$ cat src/fmw_pkg.sv
`timescale 1ns / 1ps
`default_nettype none
// ----------------------------------------------------------------------------
// fmw_pkg
// Shared constants and types for the frame FIFO with watermark flags.
// ----------------------------------------------------------------------------
package fmw_pkg;

    // Fixed bus widths of the word fields
    localparam int FRAME_BUS_W = 64;
    localparam int OCC_W       = 5;
    localparam int LVL_W       = 5;
    localparam int TOTAL_W     = 32;
    localparam int CFG_IDX_W   = 1;

    // Defaults for the top-level parameters
    localparam int DEF_DEPTH       = 16;
    localparam int DEF_FRAME_WIDTH = 64;

    // Operation codes
    localparam logic ACT_PUSH = 1'b0;
    localparam logic ACT_POP  = 1'b1;

    // Configuration register indexes
    localparam logic [CFG_IDX_W-1:0] REG_WARN_LEVEL = 1'b0;
    localparam logic [CFG_IDX_W-1:0] REG_CRIT_LEVEL = 1'b1;

    // Configuration reset values
    localparam logic [LVL_W-1:0] WARN_LEVEL_RST = 5'd12;
    localparam logic [LVL_W-1:0] CRIT_LEVEL_RST = 5'd15;

    // Per-cycle control broadcast along the cell row
    typedef struct packed {
        logic push;   // store frame into the first free cell
        logic pop;    // every cell takes its upper neighbor's frame
    } cell_ctrl_t;

endpackage : fmw_pkg
`default_nettype wire

$ cat src/fmw_if.sv
`timescale 1ns / 1ps
`default_nettype none
// ----------------------------------------------------------------------------
// fmw_if
// Valid/ready channels for FIFO commands and per-command status words.
// ----------------------------------------------------------------------------
interface fmw_cmd_if;
    import fmw_pkg::*;

    logic                   valid;
    logic                   ready;
    logic                   action;
    logic [FRAME_BUS_W-1:0] frame_in;

    modport source (output valid, action, frame_in, input ready);
    modport sink   (input valid, action, frame_in, output ready);
endinterface : fmw_cmd_if

interface fmw_rsp_if;
    import fmw_pkg::*;

    logic                   valid;
    logic                   ready;
    logic                   ok;
    logic [FRAME_BUS_W-1:0] frame_out;
    logic [OCC_W-1:0]       occupancy;
    logic                   warning_flag;
    logic                   critical_flag;
    logic                   overflow_flag;
    logic [TOTAL_W-1:0]     received_count;
    logic [TOTAL_W-1:0]     processed_count;
    logic [TOTAL_W-1:0]     dropped_count;
    logic [OCC_W-1:0]       peak_occupancy;

    modport source (
        output valid, ok, frame_out, occupancy, warning_flag, critical_flag,
               overflow_flag, received_count, processed_count, dropped_count,
               peak_occupancy,
        input  ready
    );
    modport sink (
        input  valid, ok, frame_out, occupancy, warning_flag, critical_flag,
               overflow_flag, received_count, processed_count, dropped_count,
               peak_occupancy,
        output ready
    );
endinterface : fmw_rsp_if
`default_nettype wire

$ cat src/fmw_cell.sv
`timescale 1ns / 1ps
`default_nettype none
// ----------------------------------------------------------------------------
// fmw_cell
// One storage cell of the frame row: loads a new frame when it is the first
// free slot, and takes its upper neighbor's frame when the row shifts.
// ----------------------------------------------------------------------------
module fmw_cell #(
    parameter int FRAME_WIDTH = fmw_pkg::DEF_FRAME_WIDTH,
    parameter int CNT_W       = 5,
    parameter int IDX         = 0
) (
    input  wire                     clk,
    input  wire fmw_pkg::cell_ctrl_t ctrl,
    input  wire [CNT_W-1:0]         count,
    input  wire [FRAME_WIDTH-1:0]   frame_in,
    input  wire [FRAME_WIDTH-1:0]   upper,
    output logic [FRAME_WIDTH-1:0]  data
);
    import fmw_pkg::*;

    logic [FRAME_WIDTH-1:0] data_reg;
    logic [FRAME_WIDTH-1:0] data_next;

    always_comb
    begin
        data_next = data_reg;
        if (ctrl.pop)
        begin
            data_next = upper;
        end
        else if (ctrl.push && (count == CNT_W'(IDX)))
        begin
            data_next = frame_in;
        end
    end

    always_ff @(posedge clk)
    begin
        data_reg <= data_next;
    end

    assign data = data_reg;

endmodule : fmw_cell
`default_nettype wire

$ cat src/frame_fifo_with_watermarks.sv
`timescale 1ns / 1ps
`default_nettype none
// ----------------------------------------------------------------------------
// frame_fifo_with_watermarks
// Frame FIFO built as a row of shifting cells, with occupancy watermark
// flags, sticky overflow, wrapping totals and a high-water mark.
// ----------------------------------------------------------------------------
// Each cmd word is a push (action 0) or a pop (action 1) and yields exactly
// one rsp word carrying the status after that command. One command is taken
// per clock unless rsp stalls: the rsp word sits in an output register, and
// cmd.ready stays high while it is empty or being drained, so throughput is
// one word per cycle. Storage is a row of DEPTH cells: cell 0 always holds the
// oldest frame; a push loads the first free cell (the one whose index equals
// the fill count), a pop shifts every cell down by one. Only the low
// FRAME_WIDTH bits of a frame are kept; frame_out is zero unless a pop
// returned a frame. The user writes warning/critical levels via the cfg port
// only while idle, unenforced by the block; crit implies warn by construction.
// ----------------------------------------------------------------------------
module frame_fifo_with_watermarks #(
    parameter int DEPTH       = fmw_pkg::DEF_DEPTH,
    parameter int FRAME_WIDTH = fmw_pkg::DEF_FRAME_WIDTH
) (
    input  wire                              clk,
    input  wire                              rst_n,
    input  wire                              cfg_we,
    input  wire [fmw_pkg::CFG_IDX_W-1:0]     cfg_index,
    input  wire [fmw_pkg::LVL_W-1:0]         cfg_wdata,
    fmw_cmd_if.sink                          cmd,
    fmw_rsp_if.source                        rsp
);
    import fmw_pkg::*;

    // Fill count must hold DEPTH itself; compares run at least as wide as
    // the level registers.
    localparam int CNT_W = $clog2(DEPTH + 1);
    localparam int CMP_W = (CNT_W > LVL_W) ? CNT_W : LVL_W;

    // ---------------- configuration ----------------
    logic [LVL_W-1:0] warn_lvl_reg;
    logic [LVL_W-1:0] crit_lvl_reg;

    always_ff @(posedge clk or negedge rst_n)
    begin
        if (!rst_n)
        begin
            warn_lvl_reg <= WARN_LEVEL_RST;
            crit_lvl_reg <= CRIT_LEVEL_RST;
        end
        else if (cfg_we)
        begin
            case (cfg_index)
                REG_WARN_LEVEL: warn_lvl_reg <= cfg_wdata;
                REG_CRIT_LEVEL: crit_lvl_reg <= cfg_wdata;
                default: ;
            endcase
        end
    end

    // ---------------- handshake ----------------
    logic rsp_valid_reg;
    logic rsp_valid_next;
    logic cmd_acc;

    assign cmd.ready = !rsp_valid_reg || rsp.ready;
    assign cmd_acc   = cmd.valid && cmd.ready;

    // ---------------- control state ----------------
    logic [CNT_W-1:0]   count_reg,     count_next;
    logic               warn_reg,      warn_next;
    logic               crit_reg,      crit_next;
    logic               ovf_reg,       ovf_next;
    logic [TOTAL_W-1:0] rcvd_reg,      rcvd_next;
    logic [TOTAL_W-1:0] proc_reg,      proc_next;
    logic [TOTAL_W-1:0] drop_reg,      drop_next;
    logic [CNT_W-1:0]   hw_reg,        hw_next;

    logic       is_push;
    logic       full;
    logic       empty;
    logic       push_ok;
    logic       pop_ok;
    logic       push_drop;
    logic [CMP_W-1:0] cnt_wide;
    logic [CMP_W-1:0] hw_wide;
    cell_ctrl_t ctrl;

    assign is_push   = (cmd.action == ACT_PUSH);
    assign full      = (count_reg == CNT_W'(DEPTH));
    assign empty     = (count_reg == '0);
    assign push_ok   = cmd_acc && is_push && !full;
    assign push_drop = cmd_acc && is_push && full;
    assign pop_ok    = cmd_acc && (cmd.action == ACT_POP) && !empty;

    assign ctrl.push = push_ok;
    assign ctrl.pop  = pop_ok;

    always_comb
    begin
        count_next = count_reg;
        warn_next  = warn_reg;
        crit_next  = crit_reg;
        ovf_next   = ovf_reg;
        rcvd_next  = rcvd_reg;
        proc_next  = proc_reg;
        drop_next  = drop_reg;
        hw_next    = hw_reg;

        if (push_ok)
        begin
            count_next = count_reg + 1'b1;
            rcvd_next  = rcvd_reg + 1'b1;
        end
        else if (pop_ok)
        begin
            count_next = count_reg - 1'b1;
            proc_next  = proc_reg + 1'b1;
        end

        if (push_drop)
        begin
            drop_next = drop_reg + 1'b1;
            ovf_next  = 1'b1;
        end

        cnt_wide = CMP_W'(count_next);

        if (push_ok)
        begin
            if (count_next > hw_reg)
            begin
                hw_next = count_next;
            end
            if (cnt_wide >= CMP_W'(warn_lvl_reg))
            begin
                warn_next = 1'b1;
                if (cnt_wide >= CMP_W'(crit_lvl_reg))
                begin
                    crit_next = 1'b1;
                end
            end
            else
            begin
                warn_next = 1'b0;
                crit_next = 1'b0;
            end
        end
        else if (pop_ok && (cnt_wide < CMP_W'(warn_lvl_reg)))
        begin
            warn_next = 1'b0;
            crit_next = 1'b0;
        end

        hw_wide = CMP_W'(hw_next);
    end

    always_ff @(posedge clk or negedge rst_n)
    begin
        if (!rst_n)
        begin
            count_reg <= '0;
            warn_reg  <= 1'b0;
            crit_reg  <= 1'b0;
            ovf_reg   <= 1'b0;
            rcvd_reg  <= '0;
            proc_reg  <= '0;
            drop_reg  <= '0;
            hw_reg    <= '0;
        end
        else
        begin
            count_reg <= count_next;
            warn_reg  <= warn_next;
            crit_reg  <= crit_next;
            ovf_reg   <= ovf_next;
            rcvd_reg  <= rcvd_next;
            proc_reg  <= proc_next;
            drop_reg  <= drop_next;
            hw_reg    <= hw_next;
        end
    end

    // ---------------- cell row ----------------
    logic [FRAME_WIDTH-1:0] frame_keep;
    logic [FRAME_WIDTH-1:0] cell_data [DEPTH];

    assign frame_keep = cmd.frame_in[FRAME_WIDTH-1:0];

    for (genvar i = 0; i < DEPTH; i++)
    begin : g_cell
        logic [FRAME_WIDTH-1:0] upper;

        if (i == DEPTH - 1)
        begin : g_top
            assign upper = '0;
        end
        else
        begin : g_mid
            assign upper = cell_data[i+1];
        end

        fmw_cell #(
            .FRAME_WIDTH (FRAME_WIDTH),
            .CNT_W       (CNT_W),
            .IDX         (i)
        ) u_cell (
            .clk      (clk),
            .ctrl     (ctrl),
            .count    (count_reg),
            .frame_in (frame_keep),
            .upper    (upper),
            .data     (cell_data[i])
        );
    end

    // ---------------- rsp register ----------------
    // Payload has no reset; valid qualifies it.
    logic                   ok_reg;
    logic [FRAME_BUS_W-1:0] fout_reg;
    logic [FRAME_BUS_W-1:0] fout_next;
    logic [OCC_W-1:0]       occ_reg;
    logic [OCC_W-1:0]       peak_reg;
    logic                   rsp_warn_reg;
    logic                   rsp_crit_reg;
    logic                   rsp_ovf_reg;
    logic [TOTAL_W-1:0]     rsp_rcvd_reg;
    logic [TOTAL_W-1:0]     rsp_proc_reg;
    logic [TOTAL_W-1:0]     rsp_drop_reg;

    // Oldest frame always sits in cell 0
    assign fout_next = pop_ok ? FRAME_BUS_W'(cell_data[0]) : '0;

    always_comb
    begin
        rsp_valid_next = rsp_valid_reg;
        if (cmd_acc)
        begin
            rsp_valid_next = 1'b1;
        end
        else if (rsp.ready)
        begin
            rsp_valid_next = 1'b0;
        end
    end

    always_ff @(posedge clk or negedge rst_n)
    begin
        if (!rst_n)
        begin
            rsp_valid_reg <= 1'b0;
        end
        else
        begin
            rsp_valid_reg <= rsp_valid_next;
        end
    end

    always_ff @(posedge clk)
    begin
        if (cmd_acc)
        begin
            ok_reg       <= push_ok || pop_ok;
            fout_reg     <= fout_next;
            occ_reg      <= cnt_wide[OCC_W-1:0];
            peak_reg     <= hw_wide[OCC_W-1:0];
            rsp_warn_reg <= warn_next;
            rsp_crit_reg <= crit_next;
            rsp_ovf_reg  <= ovf_next;
            rsp_rcvd_reg <= rcvd_next;
            rsp_proc_reg <= proc_next;
            rsp_drop_reg <= drop_next;
        end
    end

    assign rsp.valid           = rsp_valid_reg;
    assign rsp.ok              = ok_reg;
    assign rsp.frame_out       = fout_reg;
    assign rsp.occupancy       = occ_reg;
    assign rsp.warning_flag    = rsp_warn_reg;
    assign rsp.critical_flag   = rsp_crit_reg;
    assign rsp.overflow_flag   = rsp_ovf_reg;
    assign rsp.received_count  = rsp_rcvd_reg;
    assign rsp.processed_count = rsp_proc_reg;
    assign rsp.dropped_count   = rsp_drop_reg;
    assign rsp.peak_occupancy  = peak_reg;

endmodule : frame_fifo_with_watermarks
`default_nettype wire

$ cat src/flat_wrapper.sv
// flat-port wrapper written by rule: the top's interface ports become plain ports
module frame_fifo_with_watermarks_flat import fmw_pkg::*;
#(
    parameter int DEPTH       = fmw_pkg::DEF_DEPTH,
    parameter int FRAME_WIDTH = fmw_pkg::DEF_FRAME_WIDTH
)
  (clk, rst_n, cfg_we, cfg_index, cfg_wdata, cmd_valid, cmd_action, cmd_frame_in, cmd_ready, rsp_valid, rsp_ok, rsp_frame_out, rsp_occupancy, rsp_warning_flag, rsp_critical_flag, rsp_overflow_flag, rsp_received_count, rsp_processed_count, rsp_dropped_count, rsp_peak_occupancy, rsp_ready);
  fmw_cmd_if cmd_i ();
  fmw_rsp_if rsp_i ();
  input  wire clk;
  input  wire rst_n;
  input  wire cfg_we;
  input  wire [fmw_pkg::CFG_IDX_W-1:0] cfg_index;
  input  wire [fmw_pkg::LVL_W-1:0] cfg_wdata;
  input wire logic [$bits(cmd_i.valid)-1:0] cmd_valid;
  input wire logic [$bits(cmd_i.action)-1:0] cmd_action;
  input wire logic [$bits(cmd_i.frame_in)-1:0] cmd_frame_in;
  output wire logic [$bits(cmd_i.ready)-1:0] cmd_ready;
  output wire logic [$bits(rsp_i.valid)-1:0] rsp_valid;
  output wire logic [$bits(rsp_i.ok)-1:0] rsp_ok;
  output wire logic [$bits(rsp_i.frame_out)-1:0] rsp_frame_out;
  output wire logic [$bits(rsp_i.occupancy)-1:0] rsp_occupancy;
  output wire logic [$bits(rsp_i.warning_flag)-1:0] rsp_warning_flag;
  output wire logic [$bits(rsp_i.critical_flag)-1:0] rsp_critical_flag;
  output wire logic [$bits(rsp_i.overflow_flag)-1:0] rsp_overflow_flag;
  output wire logic [$bits(rsp_i.received_count)-1:0] rsp_received_count;
  output wire logic [$bits(rsp_i.processed_count)-1:0] rsp_processed_count;
  output wire logic [$bits(rsp_i.dropped_count)-1:0] rsp_dropped_count;
  output wire logic [$bits(rsp_i.peak_occupancy)-1:0] rsp_peak_occupancy;
  input wire logic [$bits(rsp_i.ready)-1:0] rsp_ready;
  assign cmd_i.valid = cmd_valid;
  assign cmd_i.action = cmd_action;
  assign cmd_i.frame_in = cmd_frame_in;
  assign cmd_ready = cmd_i.ready;
  assign rsp_valid = rsp_i.valid;
  assign rsp_ok = rsp_i.ok;
  assign rsp_frame_out = rsp_i.frame_out;
  assign rsp_occupancy = rsp_i.occupancy;
  assign rsp_warning_flag = rsp_i.warning_flag;
  assign rsp_critical_flag = rsp_i.critical_flag;
  assign rsp_overflow_flag = rsp_i.overflow_flag;
  assign rsp_received_count = rsp_i.received_count;
  assign rsp_processed_count = rsp_i.processed_count;
  assign rsp_dropped_count = rsp_i.dropped_count;
  assign rsp_peak_occupancy = rsp_i.peak_occupancy;
  assign rsp_i.ready = rsp_ready;
  frame_fifo_with_watermarks #(.DEPTH(DEPTH), .FRAME_WIDTH(FRAME_WIDTH)) u_core (.clk(clk), .rst_n(rst_n), .cfg_we(cfg_we), .cfg_index(cfg_index), .cfg_wdata(cfg_wdata), .cmd(cmd_i), .rsp(rsp_i));
endmodule
$ cat config.mk
export PLATFORM = sky130hd
export DESIGN_NAME = frame_fifo_with_watermarks_flat
export DESIGN_NICKNAME = d
export VERILOG_FILES = /design/src/fmw_pkg.sv /design/src/fmw_if.sv /design/src/fmw_cell.sv /design/src/frame_fifo_with_watermarks.sv /design/src/flat_wrapper.sv
export SDC_FILE = /design/constraint.sdc
export NUM_CORES = 2
export LEC_CHECK = 0
export BUFFER_PORTS_ARGS = -buffer_cell sky130_fd_sc_hd__buf_2
export CAP_MARGIN = 20
export CORE_MARGIN = 1
export CORE_UTILIZATION = 50
export DETAILED_ROUTE_END_ITERATION = 10
export PLACE_DENSITY = 0.74
export RECOVER_POWER = 100
export SYNTH_ARGS = -nofsm -noshare
export SYNTH_HDL_FRONTEND = slang
export SYNTH_HIERARCHICAL = 1
export SYNTH_SLANG_ARGS = --single-unit
$ cat constraint.sdc
create_clock -name clk -period 9.3 [get_ports clk]
set_clock_uncertainty 0.2 [all_clocks]
set_input_delay 0.465 -clock clk [delete_from_list [all_inputs] [get_ports clk]]
set_output_delay 0.465 -clock clk [all_outputs]
set_load 0.02 [all_outputs]
==> impl_metrics.yaml <==
logic_synthesis:
  synth_top_area_share_pct: 61.87
  synthDistinctLibCells: 50
  synthAdderAreaFrac_pct: 0.4304
  ys_seq_area_share_pct: 67.05
  synth-edff-count: 1198
  ys.flop_type: "edfxtp_1"
  ys_top_cells_by_count: "1198 x edfxtp_1, 784 x mux2_4, 252 x mux2_2"
  synth_top_cell_by_area: "edfxtp_1"
  yosys-top-cells-area: "edfxtp_1 62%, mux2_4 20%, dfrtp_1 4.9%"
  synth_xor_area_share_pct: 1.431
  synth-simple-area-share_pct: 2.940
  ys_seq_elements: 1318
  synth.area.mux_share_pct: 25.16
  synth_top_family_by_area: "multiplexers"
  synthCells: 2989
  synth-compound-area-share_pct: 0.5315
  yosysWarnings: 6
  ys_async_sr_fraction_pct: 9.105
  synth_most_common_cell: "edfxtp_1"
  avgSynthCellArea_um2: 19.45
  syn-cell-area_um2: 58140
setup_path:
  critical_path.max_fanout: 112
  crit_type: "reg2reg"
  critPathRequiredTime_ns: 9.56
  cp_data_arrival_time_ns: 6.94
  cp-start-kind: "register"
  critPathCaptureType: "register"
global_routing:
  grt_pass1_wl_um: 158900
  gr-total-overflow: 0
  track_usage_pct: 17.22
  grt_max_degree: 146
  grt_pass1_vias: 27030
  antenna_found_initial: 11
sta:
  setup_viol: 0
  finalCriticalPeriod_ns: 6.679
  rsz0062_at_grt: "no"
  slew_headroom_pct: -137.3
  finalMaxSlewViolations: 563
  worst_pin_slew_ns: 3.559
  hold_violations: 0
  setup_tns_ns: 0
  fin_crit_sh_pct: 71.81
  fmax_ghz: 0.1497
  timing.final.ws_setup_ns: 2.621
place:
  dp_cells: 4717
  gp_congestion: 0.7741
  port_buffers: 251
  dp_hpwl_um: 56520
  pre_cts_ws_ns: 3.586
floorplanning:
  die_h_um: 343
  die_w_um: 343
  die_area_um2: 117600
  core_area_um2: 114800
  start_util_pct: 50.64
  num_io_pins: 252
  row_count: 124
drt:
  wl_per_cell_um: 20.24
  viasPerCell: 5.289
  routed_wl_um: 100900
  dr_total_vias: 26350
  dr.pass1.iters: 5
  drcViolationCount: 0
  drtIter0Drc: 1792
  detail-route-antenna-nets: 0
clocking:
  cts_buffers: 140
  cts.path.max_buffers: 3
  clk-insertion-delay-late_ns: 0.73
  clock_sinks: 1318
  h-tree-depth: 4
  post_cts_buffers: 0
  clkTransAtPathRegs_ns: 0.06
  tritoncts: "built"
  root_buffer: "clkbuf_16"
power:
  ir_worst_vdd_mv: 0.1795
  power.density_nw_per_um2: 224.0
  total_power_mw: 13.87
  p_leak_nw: 21.30
finish:
  largest_reg_flops: 1024
  instances_no_fill: 4983
  drive_above_1_share_pct: 15.88
  finish.net_count: 3459
  syn_to_final_growth_pct: 6.448
  final_util_pct: 53.91
run_status:
  outcome: "finished with violations"
  violations: "capacitance limit, slew limit"
run:
  drv_cap: 10
min_path:
  hp-class: "in2reg"
## layout by cell type (no fill, tap or decap), types with 6 or more instances in the layout
cell           count
a21oi_1            9
a31o_1            13
and2_0            32
and2_1            34
and3_1            14
and4_1             8
buf_2             70
buf_4             19
bufinv_16          8
clkbuf_1         224
clkbuf_16        142
clkinv_1          19
clkinv_2          22
conb_1            64
dfrtp_1          114
dfstp_2            6
dlygate4sd3_1     16
edfxtp_1        1198
ha_1              20
inv_1             47
inv_6              6
mux2_1           783
mux2_2           249
nand2_1           50
nand3_1           36
nand4_1           23
nor2_1            30
nor3_1            24
nor4_1            12
nor4bb_1           9
o21ai_0            8
xnor2_1           51
xor2_1            44
## power by group
| part | total [mW] | switching, mW | internal, mW | leakage, nW |
|---|---|---|---|---|
| registers | 7.22 | 0.185 | 7.04 | 12.7 |
| clock network | 5.32 | 2.25 | 3.08 | 2.14 |
| logic | 1.32 | 0.811 | 0.507 | 6.44 |
| total | 13.9 | 3.24 | 10.6 | 21.3 |
## metrics by stage
stage	instance area (um^2)	hold WS, ns
detailed placement	60730	0.2515
global placement	60730	0.2352
global route	61890	0.02622
finish	61890	0.02488
floorplan	58380	-0.03059
CTS	65270	0.009061
## what timing repair did
item	4_1_cts	5_1_grt
hold buffers	16	0
hold endpoints to repair	65	0
gates resized for setup	0	0
## kinds of logic after synthesis
logic type | count (synthesis)
muxes | 1038
other | 1
xor gates and xnor gates | 95
and+or+nand+nor | 295
DFF | 1318
AOI/OAI and AO/OA | 44
buffers and inverters | 178
adders and majority gates | 20
## final timing paths
kind	cells after the start	startpoint	slack (ns)	endpoint
worst max register to register	8	u_core/count_reg[0]	2.62	u_core/g_cell[1].u_cell/data[59]
worst max-delay path	8	u_core/count_reg[0]	2.62	u_core/g_cell[1].u_cell/data[59]
max in group asynchronous	3	rst_n	3.27	u_core/drop_reg[29]
worst min-delay path	2	cmd_frame_in[55]	0.02	u_core/g_cell[1].u_cell/data[55]
min in group asynchronous	2	rst_n	1.09	u_core/rcvd_reg[27]
worst min register to register	1	u_core/drop_reg[31]	0.27	u_core/drop_reg[31]
## routing by layer
| metal | GRT usage (%) | vias up | wire length (um) |
|---|---|---|---|
| li1 | - | 12280 | - |
| met4 | 5.204 | 12 | 2200 |
| met3 | 3.186 | 172 | 4895 |
| met5 | 0 | - | 74 |
| met1 | 24.22 | 13300 | 46880 |
| met2 | 27.27 | 589 | 46830 |
## cell type report
cell class	instances	area, um^2
clock buffer	184	3751
sequential	1318	38980
inverter	49	198.9
antenna	1	2.502
tap	1512	1892
clock inverter	65	629.4
multi-input combinational	1556	15000
timing repair buffer	298	1431
fill	9448	52920
## worst max-delay path, stage by stage (launching register included)
cell	delay, ns
dfrtp_1	0.73
inv_1	0.20
ha_1	0.30
or4b_1	0.22
nand4_1	0.36
inv_8	0.66
clkbuf_1	1.90
clkbuf_2	1.31
mux2_2	0.43
Power figures use the tool's default switching activity.
